--- src/hdl/hbd_pkg.sv ---
// Shared constants, region codes and controller command type for the bus decoder.
package hbd_pkg;

    localparam int ROM_BANK_BYTES     = 16384;
    localparam int EXT_RAM_BYTES      = 32768;
    localparam int EXT_RAM_BANK_BYTES = 8192;
    localparam int MAX_ROM_BANKS      = 512;

    localparam int COUNT_W  = 10;
    localparam int SIZE_W   = 24;
    localparam int OFFSET_W = 23;
    localparam int BANK_W   = 9;
    localparam int DIVD_W   = 8;
    localparam int CFG_IDX_W = 8;

    typedef logic [3:0] region_t;

    localparam region_t R_ROM    = 4'd0;
    localparam region_t R_VRAM   = 4'd1;
    localparam region_t R_EXTRAM = 4'd2;
    localparam region_t R_WRAM0  = 4'd3;
    localparam region_t R_WRAM1  = 4'd4;
    localparam region_t R_OAM    = 4'd5;
    localparam region_t R_IO     = 4'd6;
    localparam region_t R_HRAM   = 4'd7;
    localparam region_t R_IE     = 4'd8;
    localparam region_t R_NONE   = 4'd9;

    localparam logic [CFG_IDX_W-1:0] CFG_MBC3_MODE  = 8'd0;
    localparam logic [CFG_IDX_W-1:0] CFG_COLOR_MODE = 8'd1;
    localparam logic [CFG_IDX_W-1:0] CFG_BANK_COUNT = 8'd2;
    localparam logic [CFG_IDX_W-1:0] CFG_ROM_SIZE   = 8'd3;

    localparam logic [15:0] VBK_ADDR = 16'hFF4F;

    typedef struct packed {
        logic load_in;
        logic div_step;
        logic finish;
    } hbd_cmd_t;

endpackage

--- src/hdl/handheld_bus_decoder_with_mbc3_banking.sv ---
// Top level of the handheld bus decoder with MBC3 cartridge banking.
//
// The input channel carries one CPU bus access per transfer: op, bus_address and
// write_value, qualified by in_valid and held off by in_stall. The output channel
// carries one decoded result per access on region, offset, fixed_read, fixed_value,
// store_enable and write_data, qualified by out_valid and held off by out_stall.
// Configuration registers are written over cfg_valid, cfg_ready, cfg_index and
// cfg_data; the user must write them only while the block is idle, which the block
// itself does not enforce; cfg_ready is always high.
// After the input transfer, the bank modulo divider resolves two quotient bits per cycle
// and the result is then loaded into the result register. A new access is accepted again
// in the cycle after the result is loaded, so the block takes no new access before then.
// When the receiver stalls, the finished result stays in the output register and
// the block may accept and compute the next access, then waits until the
// register is free. Reset clears the configuration to zero, selects ROM bank 1,
// RAM bank 0 and video bank 0, disables cartridge RAM and empties the output.
module handheld_bus_decoder_with_mbc3_banking #(
    parameter int MAX_ROM_BANKS = hbd_pkg::MAX_ROM_BANKS,
    parameter int EXT_RAM_BYTES = hbd_pkg::EXT_RAM_BYTES
) (
    input  logic                          clk,
    input  logic                          rst_n,
    input  logic                          in_valid,
    output logic                          in_stall,
    input  logic                          op,
    input  logic [15:0]                   bus_address,
    input  logic [7:0]                    write_value,
    output logic                          out_valid,
    input  logic                          out_stall,
    output logic [3:0]                    region,
    output logic [hbd_pkg::OFFSET_W-1:0]  offset,
    output logic                          fixed_read,
    output logic [7:0]                    fixed_value,
    output logic                          store_enable,
    output logic [7:0]                    write_data,
    input  logic                          cfg_valid,
    output logic                          cfg_ready,
    input  logic [hbd_pkg::CFG_IDX_W-1:0] cfg_index,
    input  logic [hbd_pkg::SIZE_W-1:0]    cfg_data
);

    hbd_pkg::hbd_cmd_t cmd;

    assign cfg_ready = 1'b1;

    hbd_ctrl u_ctrl (
        .clk       (clk),
        .rst_n     (rst_n),
        .in_valid  (in_valid),
        .in_stall  (in_stall),
        .out_valid (out_valid),
        .out_stall (out_stall),
        .cmd       (cmd)
    );

    hbd_datapath #(
        .MAX_ROM_BANKS (MAX_ROM_BANKS),
        .EXT_RAM_BYTES (EXT_RAM_BYTES)
    ) u_datapath (
        .clk          (clk),
        .rst_n        (rst_n),
        .cmd          (cmd),
        .cfg_write    (cfg_valid),
        .cfg_index    (cfg_index),
        .cfg_data     (cfg_data),
        .op           (op),
        .bus_address  (bus_address),
        .write_value  (write_value),
        .region       (region),
        .offset       (offset),
        .fixed_read   (fixed_read),
        .fixed_value  (fixed_value),
        .store_enable (store_enable),
        .write_data   (write_data)
    );

endmodule

--- src/hdl/hbd_ctrl.sv ---
// Controller state machine that sequences accept, bank modulo steps and result transfer.
module hbd_ctrl (
    input  logic            clk,
    input  logic            rst_n,
    input  logic            in_valid,
    output logic            in_stall,
    output logic            out_valid,
    input  logic            out_stall,
    output hbd_pkg::hbd_cmd_t cmd
);

    localparam logic [1:0] ST_IDLE = 2'd0;
    localparam logic [1:0] ST_DIV  = 2'd1;
    localparam logic [1:0] ST_DONE = 2'd2;

    logic [1:0] state_reg, state_next;
    logic [1:0] step_reg, step_next;
    logic       out_valid_reg, out_valid_next;
    logic       out_free;

    assign in_stall  = (state_reg != ST_IDLE);
    assign out_valid = out_valid_reg;
    assign out_free  = !out_valid_reg || !out_stall;

    always_comb
    begin
        state_next     = state_reg;
        step_next      = step_reg;
        out_valid_next = out_valid_reg && out_stall;
        cmd            = '0;
        case (state_reg)
            ST_IDLE:
            begin
                if (in_valid)
                begin
                    cmd.load_in = 1'b1;
                    step_next   = 2'd0;
                    state_next  = ST_DIV;
                end
            end
            ST_DIV:
            begin
                cmd.div_step = 1'b1;
                step_next    = step_reg + 2'd1;
                if (step_reg == 2'd3)
                begin
                    state_next = ST_DONE;
                end
            end
            ST_DONE:
            begin
                if (out_free)
                begin
                    cmd.finish     = 1'b1;
                    out_valid_next = 1'b1;
                    state_next     = ST_IDLE;
                end
            end
            default:
            begin
                state_next = ST_IDLE;
            end
        endcase
    end

    always_ff @(posedge clk or negedge rst_n)
    begin
        if (!rst_n)
        begin
            state_reg     <= ST_IDLE;
            step_reg      <= 2'd0;
            out_valid_reg <= 1'b0;
        end
        else
        begin
            state_reg     <= state_next;
            step_reg      <= step_next;
            out_valid_reg <= out_valid_next;
        end
    end

endmodule

--- src/hdl/hbd_datapath.sv ---
// Datapath with configuration, bank state, bank modulo divider, decoder and result registers.
module hbd_datapath #(
    parameter int MAX_ROM_BANKS = hbd_pkg::MAX_ROM_BANKS,
    parameter int EXT_RAM_BYTES = hbd_pkg::EXT_RAM_BYTES
) (
    input  logic                               clk,
    input  logic                               rst_n,
    input  hbd_pkg::hbd_cmd_t                  cmd,
    input  logic                               cfg_write,
    input  logic [hbd_pkg::CFG_IDX_W-1:0]      cfg_index,
    input  logic [hbd_pkg::SIZE_W-1:0]         cfg_data,
    input  logic                               op,
    input  logic [15:0]                        bus_address,
    input  logic [7:0]                         write_value,
    output hbd_pkg::region_t                   region,
    output logic [hbd_pkg::OFFSET_W-1:0]       offset,
    output logic                               fixed_read,
    output logic [7:0]                         fixed_value,
    output logic                               store_enable,
    output logic [7:0]                         write_data
);

    localparam int CW = hbd_pkg::COUNT_W;
    localparam int OW = hbd_pkg::OFFSET_W;
    localparam int BW = hbd_pkg::BANK_W;
    localparam int DW = hbd_pkg::DIVD_W;
    localparam logic [CW-1:0] MAX_COUNT = CW'(MAX_ROM_BANKS);
    localparam logic [16:0] EXT_LIMIT = 17'(EXT_RAM_BYTES);
    localparam logic [16:0] EXT_BANK = 17'(hbd_pkg::EXT_RAM_BANK_BYTES);

    logic                      mbc3_mode_reg;
    logic                      color_mode_reg;
    logic [CW-1:0]             bank_count_reg;
    logic [hbd_pkg::SIZE_W-1:0] rom_size_reg;

    logic       extram_en_reg, extram_en_next;
    logic [6:0] rom_sel_reg, rom_sel_next;
    logic [1:0] ram_sel_reg, ram_sel_next;
    logic       vbank_reg, vbank_next;

    logic        op_reg;
    logic [15:0] addr_reg;
    logic [7:0]  wval_reg;

    logic [CW-1:0] rem_reg, rem_next;
    logic [DW-1:0] divd_reg, divd_next;

    hbd_pkg::region_t     region_reg, region_next;
    logic [OW-1:0]        offset_reg, offset_next;
    logic                 fixed_reg, fixed_next;
    logic [7:0]           fval_reg, fval_next;
    logic                 store_reg, store_next;
    logic [7:0]           wdata_reg, wdata_next;

    logic [CW-1:0] count;
    logic [CW-1:0] r1, r2;
    logic [BW-1:0] mbc_bank, rom_bank;
    logic [16:0]   ext_off;

    assign count = (bank_count_reg > MAX_COUNT) ? MAX_COUNT : bank_count_reg;

    // Restoring division of the bank select by the bank count, two quotient bits per step.
    always_comb
    begin
        r1 = {rem_reg[CW-2:0], divd_reg[DW-1]};
        if (r1 >= count)
        begin
            r1 = r1 - count;
        end
        r2 = {r1[CW-2:0], divd_reg[DW-2]};
        if (r2 >= count)
        begin
            r2 = r2 - count;
        end
        rem_next  = rem_reg;
        divd_next = divd_reg;
        if (cmd.load_in)
        begin
            rem_next  = '0;
            divd_next = {{(DW-7){1'b0}}, rom_sel_reg};
        end
        else if (cmd.div_step)
        begin
            rem_next  = r2;
            divd_next = {divd_reg[DW-3:0], 2'b00};
        end
    end

    always_comb
    begin
        if (rem_reg == '0)
        begin
            mbc_bank = (count == CW'(1)) ? '0 : BW'(1);
        end
        else
        begin
            mbc_bank = rem_reg[BW-1:0];
        end
        if (count == '0 || addr_reg < 16'h4000)
        begin
            rom_bank = '0;
        end
        else if (mbc3_mode_reg)
        begin
            rom_bank = mbc_bank;
        end
        else
        begin
            rom_bank = (count <= CW'(1)) ? '0 : BW'(1);
        end
        ext_off = {15'd0, ram_sel_reg} * EXT_BANK + {4'd0, addr_reg[12:0]};
    end

    always_comb
    begin
        region_next    = hbd_pkg::R_NONE;
        offset_next    = '0;
        fixed_next     = 1'b0;
        fval_next      = 8'h00;
        store_next     = 1'b0;
        extram_en_next = extram_en_reg;
        rom_sel_next   = rom_sel_reg;
        ram_sel_next   = ram_sel_reg;
        vbank_next     = vbank_reg;

        if (addr_reg < 16'h8000)
        begin
            region_next = hbd_pkg::R_ROM;
            offset_next = {rom_bank, addr_reg[13:0]};
            if ({1'b0, offset_next} >= rom_size_reg)
            begin
                fixed_next = 1'b1;
                fval_next  = 8'hFF;
            end
            if (op_reg && mbc3_mode_reg)
            begin
                if (addr_reg < 16'h2000)
                begin
                    extram_en_next = (wval_reg[3:0] == 4'hA);
                end
                else if (addr_reg < 16'h4000)
                begin
                    rom_sel_next = (wval_reg[6:0] == 7'd0) ? 7'd1 : wval_reg[6:0];
                end
                else if (addr_reg < 16'h6000)
                begin
                    ram_sel_next = wval_reg[1:0];
                end
            end
        end
        else if (addr_reg < 16'hA000)
        begin
            region_next = hbd_pkg::R_VRAM;
            offset_next = OW'({vbank_reg & color_mode_reg, addr_reg[12:0]});
            store_next  = 1'b1;
        end
        else if (addr_reg < 16'hC000)
        begin
            region_next = hbd_pkg::R_EXTRAM;
            offset_next = OW'(ext_off);
            if (extram_en_reg && ext_off < EXT_LIMIT)
            begin
                store_next = 1'b1;
            end
            else
            begin
                fixed_next = 1'b1;
                fval_next  = 8'hFF;
            end
        end
        else if (addr_reg < 16'hFE00)
        begin
            region_next = addr_reg[12] ? hbd_pkg::R_WRAM1 : hbd_pkg::R_WRAM0;
            offset_next = OW'(addr_reg[11:0]);
            store_next  = 1'b1;
        end
        else if (addr_reg < 16'hFEA0)
        begin
            region_next = hbd_pkg::R_OAM;
            offset_next = OW'(addr_reg[7:0]);
            store_next  = 1'b1;
        end
        else if (addr_reg < 16'hFF00)
        begin
            region_next = hbd_pkg::R_NONE;
            fixed_next  = 1'b1;
            fval_next   = 8'h00;
        end
        else if (addr_reg < 16'hFF80)
        begin
            region_next = hbd_pkg::R_IO;
            offset_next = OW'(addr_reg[6:0]);
            store_next  = 1'b1;
            if (addr_reg == hbd_pkg::VBK_ADDR)
            begin
                fixed_next = 1'b1;
                fval_next  = {7'd0, vbank_reg};
                if (op_reg)
                begin
                    vbank_next = wval_reg[0];
                end
            end
        end
        else if (addr_reg < 16'hFFFF)
        begin
            region_next = hbd_pkg::R_HRAM;
            offset_next = OW'(addr_reg[6:0]);
            store_next  = 1'b1;
        end
        else
        begin
            region_next = hbd_pkg::R_IE;
            store_next  = 1'b1;
        end

        if (op_reg)
        begin
            fixed_next = 1'b0;
            fval_next  = 8'h00;
        end
        else
        begin
            store_next = 1'b0;
        end
        wdata_next = store_next ? wval_reg : 8'h00;
    end

    always_ff @(posedge clk or negedge rst_n)
    begin
        if (!rst_n)
        begin
            mbc3_mode_reg  <= 1'b0;
            color_mode_reg <= 1'b0;
            bank_count_reg <= '0;
            rom_size_reg   <= '0;
            extram_en_reg  <= 1'b0;
            rom_sel_reg    <= 7'd1;
            ram_sel_reg    <= 2'd0;
            vbank_reg      <= 1'b0;
        end
        else
        begin
            if (cfg_write)
            begin
                case (cfg_index)
                    hbd_pkg::CFG_MBC3_MODE:  mbc3_mode_reg  <= cfg_data[0];
                    hbd_pkg::CFG_COLOR_MODE: color_mode_reg <= cfg_data[0];
                    hbd_pkg::CFG_BANK_COUNT: bank_count_reg <= cfg_data[CW-1:0];
                    hbd_pkg::CFG_ROM_SIZE:   rom_size_reg   <= cfg_data;
                    default:
                    begin
                    end
                endcase
            end
            if (cmd.finish)
            begin
                extram_en_reg <= extram_en_next;
                rom_sel_reg   <= rom_sel_next;
                ram_sel_reg   <= ram_sel_next;
                vbank_reg     <= vbank_next;
            end
        end
    end

    always_ff @(posedge clk)
    begin
        if (cmd.load_in)
        begin
            op_reg   <= op;
            addr_reg <= bus_address;
            wval_reg <= write_value;
        end
        rem_reg  <= rem_next;
        divd_reg <= divd_next;
        if (cmd.finish)
        begin
            region_reg <= region_next;
            offset_reg <= offset_next;
            fixed_reg  <= fixed_next;
            fval_reg   <= fval_next;
            store_reg  <= store_next;
            wdata_reg  <= wdata_next;
        end
    end

    assign region       = region_reg;
    assign offset       = offset_reg;
    assign fixed_read   = fixed_reg;
    assign fixed_value  = fval_reg;
    assign store_enable = store_reg;
    assign write_data   = wdata_reg;

endmodule
--- config.mk ---
export PLATFORM = sky130hd
export DESIGN_NAME = handheld_bus_decoder_with_mbc3_banking
export DESIGN_NICKNAME = d
export VERILOG_FILES = /design/src/hdl/hbd_pkg.sv /design/src/hdl/handheld_bus_decoder_with_mbc3_banking.sv /design/src/hdl/hbd_ctrl.sv /design/src/hdl/hbd_datapath.sv
export SDC_FILE = /design/constraint.sdc
export NUM_CORES = 1
export LEC_CHECK = 0
export ABC_AREA = 1
export BUFFER_PORTS_ARGS = -buffer_cell sky130_fd_sc_hd__buf_2
export CELL_PAD_IN_SITES_DETAIL_PLACEMENT = 2
export CELL_PAD_IN_SITES_GLOBAL_PLACEMENT = 2
export CORE_UTILIZATION = 31
export DETAILED_ROUTE_END_ITERATION = 10
export GPL_ROUTABILITY_DRIVEN = 1
export PLACE_DENSITY = 0.82
export REMOVE_ABC_BUFFERS = 1
export SYNTH_ARGS = -nofsm -noshare
export SYNTH_HDL_FRONTEND = slang
export SYNTH_SLANG_ARGS = --single-unit
--- constraint.sdc ---
create_clock -name clk -period 3.25 [get_ports clk]
set_input_delay 0.65 -clock clk [delete_from_list [all_inputs] [get_ports clk]]
set_output_delay 0.65 -clock clk [all_outputs]
set_load 0.03 [all_outputs]
==> results of run 1 <==
-- through the flow --
step | hold WS [ns] | instances | setup WS [ns] | cell area (um2) | total power (uW)
floorplan | 0.3544 | 857 | -0.1726 | 7257 | 5434
global placement | 0.4314 | 1367 | -0.4266 | 8821 | 7301
detailed placement | 0.4425 | 1367 | -0.5551 | 8821 | 7588
CTS | 0.3640 | 1421 | -0.3589 | 9965 | 10950
global route | 0.3643 | 1432 | -0.7735 | 10280 | 12730
finish | 0.3762 | 1432 | -0.6838 | 10280 | 12190
-- cell families (layout without fill, tap and decap cells) --
group	after synthesis	in the layout	share of synthesized area [%]
simple gates	432	434	25.43
flops	134	134	49.56
mux	1	1	0.1527
other cells	1	1	0.05085
buf+inv	156	390	8.551
compound gates	99	99	7.296
xor+xnor	8	8	0.9502
fa+ha+maj	46	46	8.008
-- worst max path at each step --
stage                                               endpoint  slack, ns                                      from  depth (start not counted)
after global routing      u_datapath.rem_reg[4]$_SDFFE_PP0P_      -0.77  u_datapath.bank_count_reg[3]$_DFFE_PN0P_                         24
after detailed placement  u_datapath.rem_reg[6]$_SDFFE_PP0P_      -0.56  u_datapath.bank_count_reg[7]$_DFFE_PN0P_                         21
after global placement    u_datapath.rem_reg[6]$_SDFFE_PP0P_      -0.43  u_datapath.bank_count_reg[8]$_DFFE_PN0P_                         19
after floorplan           u_datapath.rem_reg[8]$_SDFFE_PP0P_      -0.17  u_datapath.bank_count_reg[8]$_DFFE_PN0P_                         19
final                     u_datapath.rem_reg[4]$_SDFFE_PP0P_      -0.68  u_datapath.bank_count_reg[3]$_DFFE_PN0P_                         24
after CTS                 u_datapath.rem_reg[1]$_SDFFE_PP0P_      -0.36  u_datapath.bank_count_reg[4]$_DFFE_PN0P_                         24
-- cells in the mapped netlist (2+ instances only) --
| cell | instances |
|---|---|
| xnor2_1 | 6 |
| and3_1 | 2 |
| dfrtp_1 | 51 |
| fa_1 | 2 |
| nor3_1 | 15 |
| a31oi_1 | 5 |
| a21o_1 | 2 |
| buf_4 | 7 |
| o21ai_1 | 3 |
| nand2_2 | 3 |
| ha_1 | 44 |
| or2_1 | 2 |
| xor2_1 | 2 |
| nand2_1 | 248 |
| inv_2 | 6 |
| nand4_1 | 21 |
| nor2_1 | 90 |
| o21a_1 | 2 |
| clkbuf_1 | 5 |
| edfxtp_1 | 71 |
| nor3_2 | 2 |
| nand4_2 | 2 |
| dfxtp_1 | 11 |
| buf_2 | 7 |
| o21ai_0 | 35 |
| nand3_1 | 35 |
| inv_1 | 128 |
| nand3_2 | 3 |
| a21oi_1 | 46 |
| nand3b_1 | 2 |
-- layer usage --
metal	routed length, um	vias up	global-route usage, %
li1	-	3293	-
met1	13460	3863	31.61
met2	18850	282	51.45
met3	1519	98	5.096
met4	1445	0	10.41
met5	0	-	0
-- report_power, final --
group | leakage [uW] | internal (uW) | switching [uW]
combinational | 0.00323 | 3080 | 4740
clock | 0.000267 | 1010 | 959
sequential | 0.00140 | 2160 | 239
-- area by class of cell --
type	count	area [um2]
tap	319	399.1
timing repair inverter	2	15.01
clock inverter	14	133.9
multi-input combinational	589	3690
sequential	134	3656
timing repair buffer	220	1431
inverter	136	523.0
clock buffer	18	429.2
fill	2620	13130
-- worst max-delay path, delay by kind of cell, from the launching register on --
| family | cells | cell delay [ns] |
|---|---|---|
| simple gates | 14 | 1.69 |
| flops | 1 | 0.42 |
| buf+inv | 6 | 0.66 |
| compound gates | 1 | 0.20 |
| fa+ha+maj | 3 | 0.83 |
-- repair_timing --
action | in CTS | in global routing
gates cloned | 3 | 1
pin swaps | 40 | 40
hold buffers | 0 | 0
endpoints found under the setup margin | 13 | 13
gates resized for setup | 100 | 58
buffers inserted | 19 | 10
==> out/metrics.cfg, run 1 <==
[cts]
clockRootBuffer=clkbuf_16
clk_pin_slew_worst_paths_ns=0.08
cts_sinks=134
cts_tree=done
clk_latency_ns=0.45
cts_max_level=4
ctsLongestPathBuffers=2
cts_buffers=17

[power_and_ir_drop]
peakVddDrop_uv=526.0
p_leak_uw=0.004891
pwr_density_cell_mw_per_mm2=1186

[floorplan]
start_util_pct=31.51
dieArea_mm2=0.02441
core_region_area_mm2=0.02340
ios=110
dieWidth_um=156.2
rows=56
die_h_um=156.2

[routing]
drc=0
finalWirelength_um=35270
viasPerCell=5.263
num_vias=7536
drtIter0Drc=459
ant_nets=0
drt-wirelength-per-cell_um=24.63
firstDrtPassIters=7

[layout]
final_common_cell=nand2_1
postLayoutCoreUtil_pct=43.92
fin_nets=1208
drive_gt1_share_pct=35.76
largest_register_ffs=24
syn2layout_area_growth_pct=39.36
layout_common_cells=nand2_1 (198), inv_1 (117), buf_2 (108)
antenna_cells=0

[worst_setup_path]
reg2reg_depth=24
crit_top_cell=nand2_1
end_kind=register
r2r-end=u_datapath.rem_reg[4]$_SDFFE_PP0P_
cp_max_fo=7
r2r_start=u_datapath.bank_count_reg[3]$_DFFE_PN0P_
cp.arrival_ns=4.28
path_cells=inv_2 -> nand2_4 -> nor2_4 -> nand3_4 -> a21oi_4 -> ha_2 -> inv_2 -> fa_2 -> nand4_4 -> buf_6 -> nand4_1 -> nand2_2 -> ha_4 -> nand2_4 -> inv_2 -> nand2_2 -> nand2_1 -> nand2_1 -> nand4_1 -> buf_6 -> clkinvlp_4 -> nand3_2 -> nand2_1 -> nand2_1
cp.required_ns=3.59
cp-start-kind=register
slowest_delay_ns=0.42
critical_path_class=register to register
rrSetupSlack_ns=-0.68
cpMaxStageDelayCell=dfrtp_1

[synth]
postSynthAreaPerCell_um2=8.409
async_reset_ff_share_pct=38.81
synth-seq-area-share_pct=49.56
ys_ff_latch=134
synthCells=877
yosys.area.top_type=edfxtp_1
synth_top_cells_by_area=edfxtp_1 (29%), dfrtp_1 (17%), nand2_1 (13%)
netlist.area_leader.share_pct=28.91
ys_warn_count=0
synthFlopType=edfxtp_1
synth_area_mm2=0.007375
synth_edf_count=71
synth_cell_types=49

[global_routing]
grt_max_degree=48
grt_pass1_vias=8195
gr-total-overflow=0
grt.total_usage_pct=27.81
grt_pass1_wl_um=49830
antenna_found_initial=1

[timing]
drv_slew=0
rsz0062_at_grt=yes
worstMarginPinSlew_ns=1.066
fin_crit_sh_pct=121.0
finalHoldViolCount=0
setup_tns_ns=-6.813
fin_ws_ns=-0.6838
fmax_mhz=254.2
fin_skew_ns=0.01668
period_minus_slack_ns=3.934
setup-violations-final=13
max_slew_margin_pct=28.96

[placed_design]
finalWeightedCongestion=0.8685
numPortBuffers=108
hpwl_um=19040

[outcome]
failed_checks=negative setup slack
status=finished, violations left

[hold_path]
min_path_type=input pin to async pin

[run]
timing.max_cap.violations=0

Power figures use the tool's default switching activity.
==> inputs of run 2 (changes only) <==
==> constraint.sdc (replaced) <==
create_clock -name clk -period 3.25 [get_ports clk]
set_input_delay 0.8125 -clock clk [delete_from_list [all_inputs] [get_ports clk]]
set_output_delay 0.8125 -clock clk [all_outputs]
set_load 0.03 [all_outputs]
==> out/metrics.cfg, run 2 (synthesis results as in run 1) <==
[layout]
largest_register_ffs=24
syn2layout_area_growth_pct=40.19
layout_common_cells=nand2_1 (192), inv_1 (120), buf_2 (108)
final_common_cell=nand2_1
drive_gt1_share_pct=36.31
fin_area_mm2=0.01034
fin_nets=1205

[global_routing]
grt.total_usage_pct=28.05
grt_pass1_vias=8163
gr-total-overflow=0
grt_pass1_wl_um=49740
antenna_found_initial=1
grt_max_degree=53

[timing]
max_slew_margin_pct=51.52
fin_crit_sh_pct=123.9
finalHoldViolCount=0
worstMarginPinSlew_ns=0.7271
setup_tns_ns=-7.992
fin_ws_ns=-0.7783
fin_skew_ns=0.04624
period_minus_slack_ns=4.028
setup-violations-final=13
drv_slew=0
rsz0062_at_grt=yes
fmax_mhz=248.2

[placed_design]
finalWeightedCongestion=0.8673
place_area_mm2=0.008813
numPortBuffers=108
hpwl_um=19380

[cts]
clockRootBuffer=clkbuf_16
cts_tree=done
ctsLongestPathBuffers=2
cts_sinks=134
clk_latency_ns=0.49
cts_hold_buf=0
clk_pin_slew_worst_paths_ns=0.08
cts_max_level=4
cts_buffers=17

[routing]
finalWirelength_um=36990
drtIter0Drc=413
met2_length_um=18880
num_vias=7579
wl_met3_um=1849
drt-wirelength-per-cell_um=25.87
firstDrtPassIters=5
drc=0
met1_length_um=13790
ant_nets=0
viasPerCell=5.300
topRoutingLayerUsed=met4

[outcome]
status=finished, violations left
failed_checks=negative setup slack

[worst_setup_path]
cp.required_ns=3.59
cp.arrival_ns=4.37
cp_max_fo=4
end_kind=register
critical_path_class=register to register
cp-start-kind=register

[floorplan]
dieArea_mm2=0.02441
rows=56
start_util_pct=31.51
core_region_area_mm2=0.02340
die_h_um=156.2
dieWidth_um=156.2
ios=110

[power_and_ir_drop]
pwr_density_cell_mw_per_mm2=1208
p_leak_uw=0.004910
peakVddDrop_uv=534.1

[hold_path]
min_path_type=input pin to async pin

[run]
timing.max_cap.violations=0

## run 2: cell type report
cell class,instances,area (um2)
repair inverters,2,15.01
flip-flops and latches,134,3656
repair buffers,217,1434
well taps,319,399.1
inverters,136,520.5
multi-input cells,589,3727
fillers,2590,13060
diodes,1,2.502
clock buffers,17,425.4
clock inverters,15,158.9
## run 2: path summary, 6_finish.rpt
path / start / endpoint / slack [ns] / depth (start not counted)
worst max-delay path: u_datapath.bank_count_reg[3]$_DFFE_PN0P_ / u_datapath.rem_reg[1]$_SDFFE_PP0P_ / -0.78 / 26
worst min-delay path: rst_n / u_datapath.rom_size_reg[7]$_DFFE_PN0P_ / 0.46 / 2
worst max register to register: u_datapath.bank_count_reg[3]$_DFFE_PN0P_ / u_datapath.rem_reg[1]$_SDFFE_PP0P_ / -0.78 / 26
worst min register to register: u_datapath.rom_sel_reg[2]$_DFFE_PN0P_ / u_datapath.rom_sel_reg[2]$_DFFE_PN0P_ / 0.49 / 2
max in group asynchronous: rst_n / u_ctrl.out_valid$_DFF_PN0_ / 2.26 / 2
min in group clk: u_datapath.rom_sel_reg[2]$_DFFE_PN0P_ / u_datapath.rom_sel_reg[2]$_DFFE_PN0P_ / 0.49 / 2
## run 2: through the flow
step	instances	utilization [%]	setup WS, ns	hold slack, ns	total power (uW)
after global routing	1429	44.17	-0.9055	0.5152	12980
after floorplan	857	-	-0.1726	0.4215	5434
after global placement	1366	37.66	-0.4182	0.4341	7314
final	1430	44.18	-0.7783	0.4620	12490
after CTS	1419	42.70	-0.3337	0.4534	11050
after detailed placement	1366	37.66	-0.6137	0.4448	7618
## run 2: timing repair
action,4_1_cts,5_1_grt
cloned,3,1
buffers inserted,18,10
setup endpoints to repair,13,13
pin swaps,42,44
gates resized for setup,103,64
endpoints found under the hold margin,0,0
## run 2: routing by layer
metal  up-vias  track usage (%)
met1      3787            31.13
met5         -                0
met3       160            5.649
li1       3284                -
met2       348            49.40
met4         0            17.09
## run 2: worst max-delay path, cell delays in order, from the launching register on
cell and delay [ns]:
dfrtp_1 0.40, inv_1 0.15, nand2_4 0.10, nor2_4 0.15, nand3_4 0.12, nand2_4 0.15
buf_12 0.12, nand2_4 0.10, fa_2 0.46, nand2_2 0.11, nand2_2 0.09, nand2_2 0.11
nand2_2 0.07, nand2_2 0.09, nand2_2 0.08, nand2_2 0.09, nand2_2 0.09, ha_4 0.32
nand2_4 0.08, nor2_4 0.16, nand2_2 0.12, nand4_1 0.15, buf_6 0.15, clkinvlp_4 0.12
o21a_1 0.20, nand2_1 0.07, nand2_1 0.06
## run 2: power breakdown
group	switching, uW	internal (uW)
clock	971	1090
combinational	4890	3130
sequential	256	2160
total	6110	6380
==> inputs of run 3 (changes only) <==
CELL_PAD_IN_SITES_DETAIL_PLACEMENT = unset   (was 2)
CELL_PAD_IN_SITES_GLOBAL_PLACEMENT = unset   (was 2)
CORE_UTILIZATION = 45   (was 31)
PLACE_DENSITY = 0.74   (was 0.82)
==> out/metrics.cfg, run 3 (synthesis results as in run 1) <==
[outcome]
status=finished, violations left
failed_checks=negative setup slack

[worst_setup_path]
end_kind=register
crit_top_cell=nand2_1
cp_max_fo=5
slowest_delay_ns=0.39
cp.required_ns=3.63
cpLargestDelayFamily=simple AND/OR/NAND/NOR gates
cp-start-kind=register
cp.buffers_inverters=4
cp.arrival_ns=3.81
cpMaxStageDelayCell=dfrtp_1
critical_path_class=register to register

[layout]
drive_gt1_share_pct=30.81
largest_register_ffs=24
syn2layout_area_growth_pct=33.19
final_common_cell=nand2_1
postLayoutCoreUtil_pct=61.61
layout_common_cells=nand2_1 (216), inv_1 (124), buf_2 (108)
antenna_cells=0
fin_nets=1192
stdcell_count=1313

[global_routing]
grt_max_degree=48
grt_pass1_wl_um=30640
gr-total-overflow=0
grt.total_usage_pct=24.09
grt_pass1_vias=6367
antenna_found_initial=0

[timing]
worstMarginPinSlew_ns=0.7573
fin_ws_ns=-0.1806
rsz0062_at_grt=yes
setup_tns_ns=-1.601
finalHoldViolCount=0
max_slew_margin_pct=49.51
drv_slew=0
fmax_mhz=291.5
timing.hold.ws_ns=0.4465
setup-violations-final=10
fin_crit_sh_pct=105.6
fin_skew_ns=0.007472
period_minus_slack_ns=3.431

[hold_path]
min_path_type=input pin to async pin

[routing]
firstDrtPassIters=5
ant_nets=0
finalWirelength_um=19810
num_vias=6681
drt-wirelength-per-cell_um=15.09
drtIter0Drc=437
viasPerCell=5.088
drc=0

[placed_design]
finalWeightedCongestion=0.9212
numPortBuffers=108
dp_cells=1249
place_ws_ns=-0.2675
hpwl_um=13770

[floorplan]
core_region_area_mm2=0.01594
ios=110
die_h_um=130.0
dieArea_mm2=0.01690
start_util_pct=46.26
dieWidth_um=130.0
rows=46

[power_and_ir_drop]
p_leak_uw=0.004798
peakVddDrop_uv=662.8
pwr_density_cell_mw_per_mm2=1057

[cts]
cts_hold_buf=0
cts_buffers=17
clockRootBuffer=clkbuf_16
ctsLongestPathBuffers=2
cts_max_level=4
cts_sinks=134
clk_pin_slew_worst_paths_ns=0.06
cts_tree=done
clk_latency_ns=0.43

[run]
timing.max_cap.violations=0

[run 3: power by group]
group	switching [uW]	internal (uW)
Sequential	214	2160
Combinational	3440	2690
Clock	736	1150
[run 3: worst register-to-register path, stage by stage (launching register included)]
cell and delay [ns]:
dfrtp_1 0.39, inv_1 0.08, nand2_1 0.07, nor2_2 0.11
nand3_2 0.13, a21oi_2 0.18, ha_2 0.19, inv_2 0.04
fa_2 0.39, nand2_2 0.09, nand2_2 0.07, nand2_1 0.10
nand2_1 0.06, nand2_1 0.05, nand2_1 0.05, nand2_1 0.10
nand2_2 0.08, ha_4 0.25, nand2_1 0.06, nand2_1 0.07
a21oi_1 0.12, nand4_1 0.12, buf_4 0.18, buf_6 0.13
a21oi_4 0.14, nand2_1 0.07, nand2_1 0.06
[run 3: area by class of cell]
cell class / count / area (um2)
Clock inverter: 11 / 125.1
Timing Repair inverter: 2 / 12.51
Multi-Input combinational cell: 589 / 3496
Inverter: 136 / 523.0
Clock buffer: 21 / 450.4
Fill cell: 1294 / 6121
Tap cell: 216 / 270.3
Timing Repair Buffer: 204 / 1289
Sequential cell: 134 / 3656
[run 3: path summary, 6_finish.rpt]
kind                                                          start                                      end  slack, ns  depth (start not counted)
setup / recovery           u_datapath.bank_count_reg[4]$_DFFE_PN0P_       u_datapath.rem_reg[7]$_SDFFE_PP0P_      -0.18                         26
hold / removal                                                rst_n  u_datapath.rom_size_reg[18]$_DFFE_PN0P_       0.45                          1
setup reg to reg           u_datapath.bank_count_reg[4]$_DFFE_PN0P_       u_datapath.rem_reg[7]$_SDFFE_PP0P_      -0.18                         26
hold reg to reg                    u_datapath.divd_reg[5]$_DFFE_PP_      u_datapath.divd_reg[7]$_SDFFE_PP0P_       0.46                          2
max in group asynchronous                                     rst_n    u_datapath.rom_sel_reg[0]$_DFFE_PN1P_       2.07                          2
min in group clk                   u_datapath.divd_reg[5]$_DFFE_PP_      u_datapath.divd_reg[7]$_SDFFE_PP0P_       0.46                          2
[run 3: per-layer routing]
layer	vias to the layer above	wire length (um)	global-route usage (%)
met3	57	1286	6.109
met2	248	9809	40.86
met5	-	0	0
li1	3270	-	-
met4	0	644	9.781
met1	3106	8067	29.29
[run 3: metrics by stage]
| stage | power [uW] | cell area [um2] |
|---|---|---|
| after floorplan | 5434 | 7257 |
| after global placement | 6975 | 8579 |
| after detailed placement | 7036 | 8579 |
| after CTS | 9842 | 9563 |
| after global routing | 11110 | 9822 |
| final | 10390 | 9822 |
[run 3: repair_timing]
item / 4_1_cts / 5_1_grt
gates cloned: 2 / 2
pin swaps: 20 / 39
buffers inserted: 16 / 12
setup endpoints to repair: 10 / 13
gates resized for setup: 57 / 40
endpoints found under the hold margin: 0 / 0
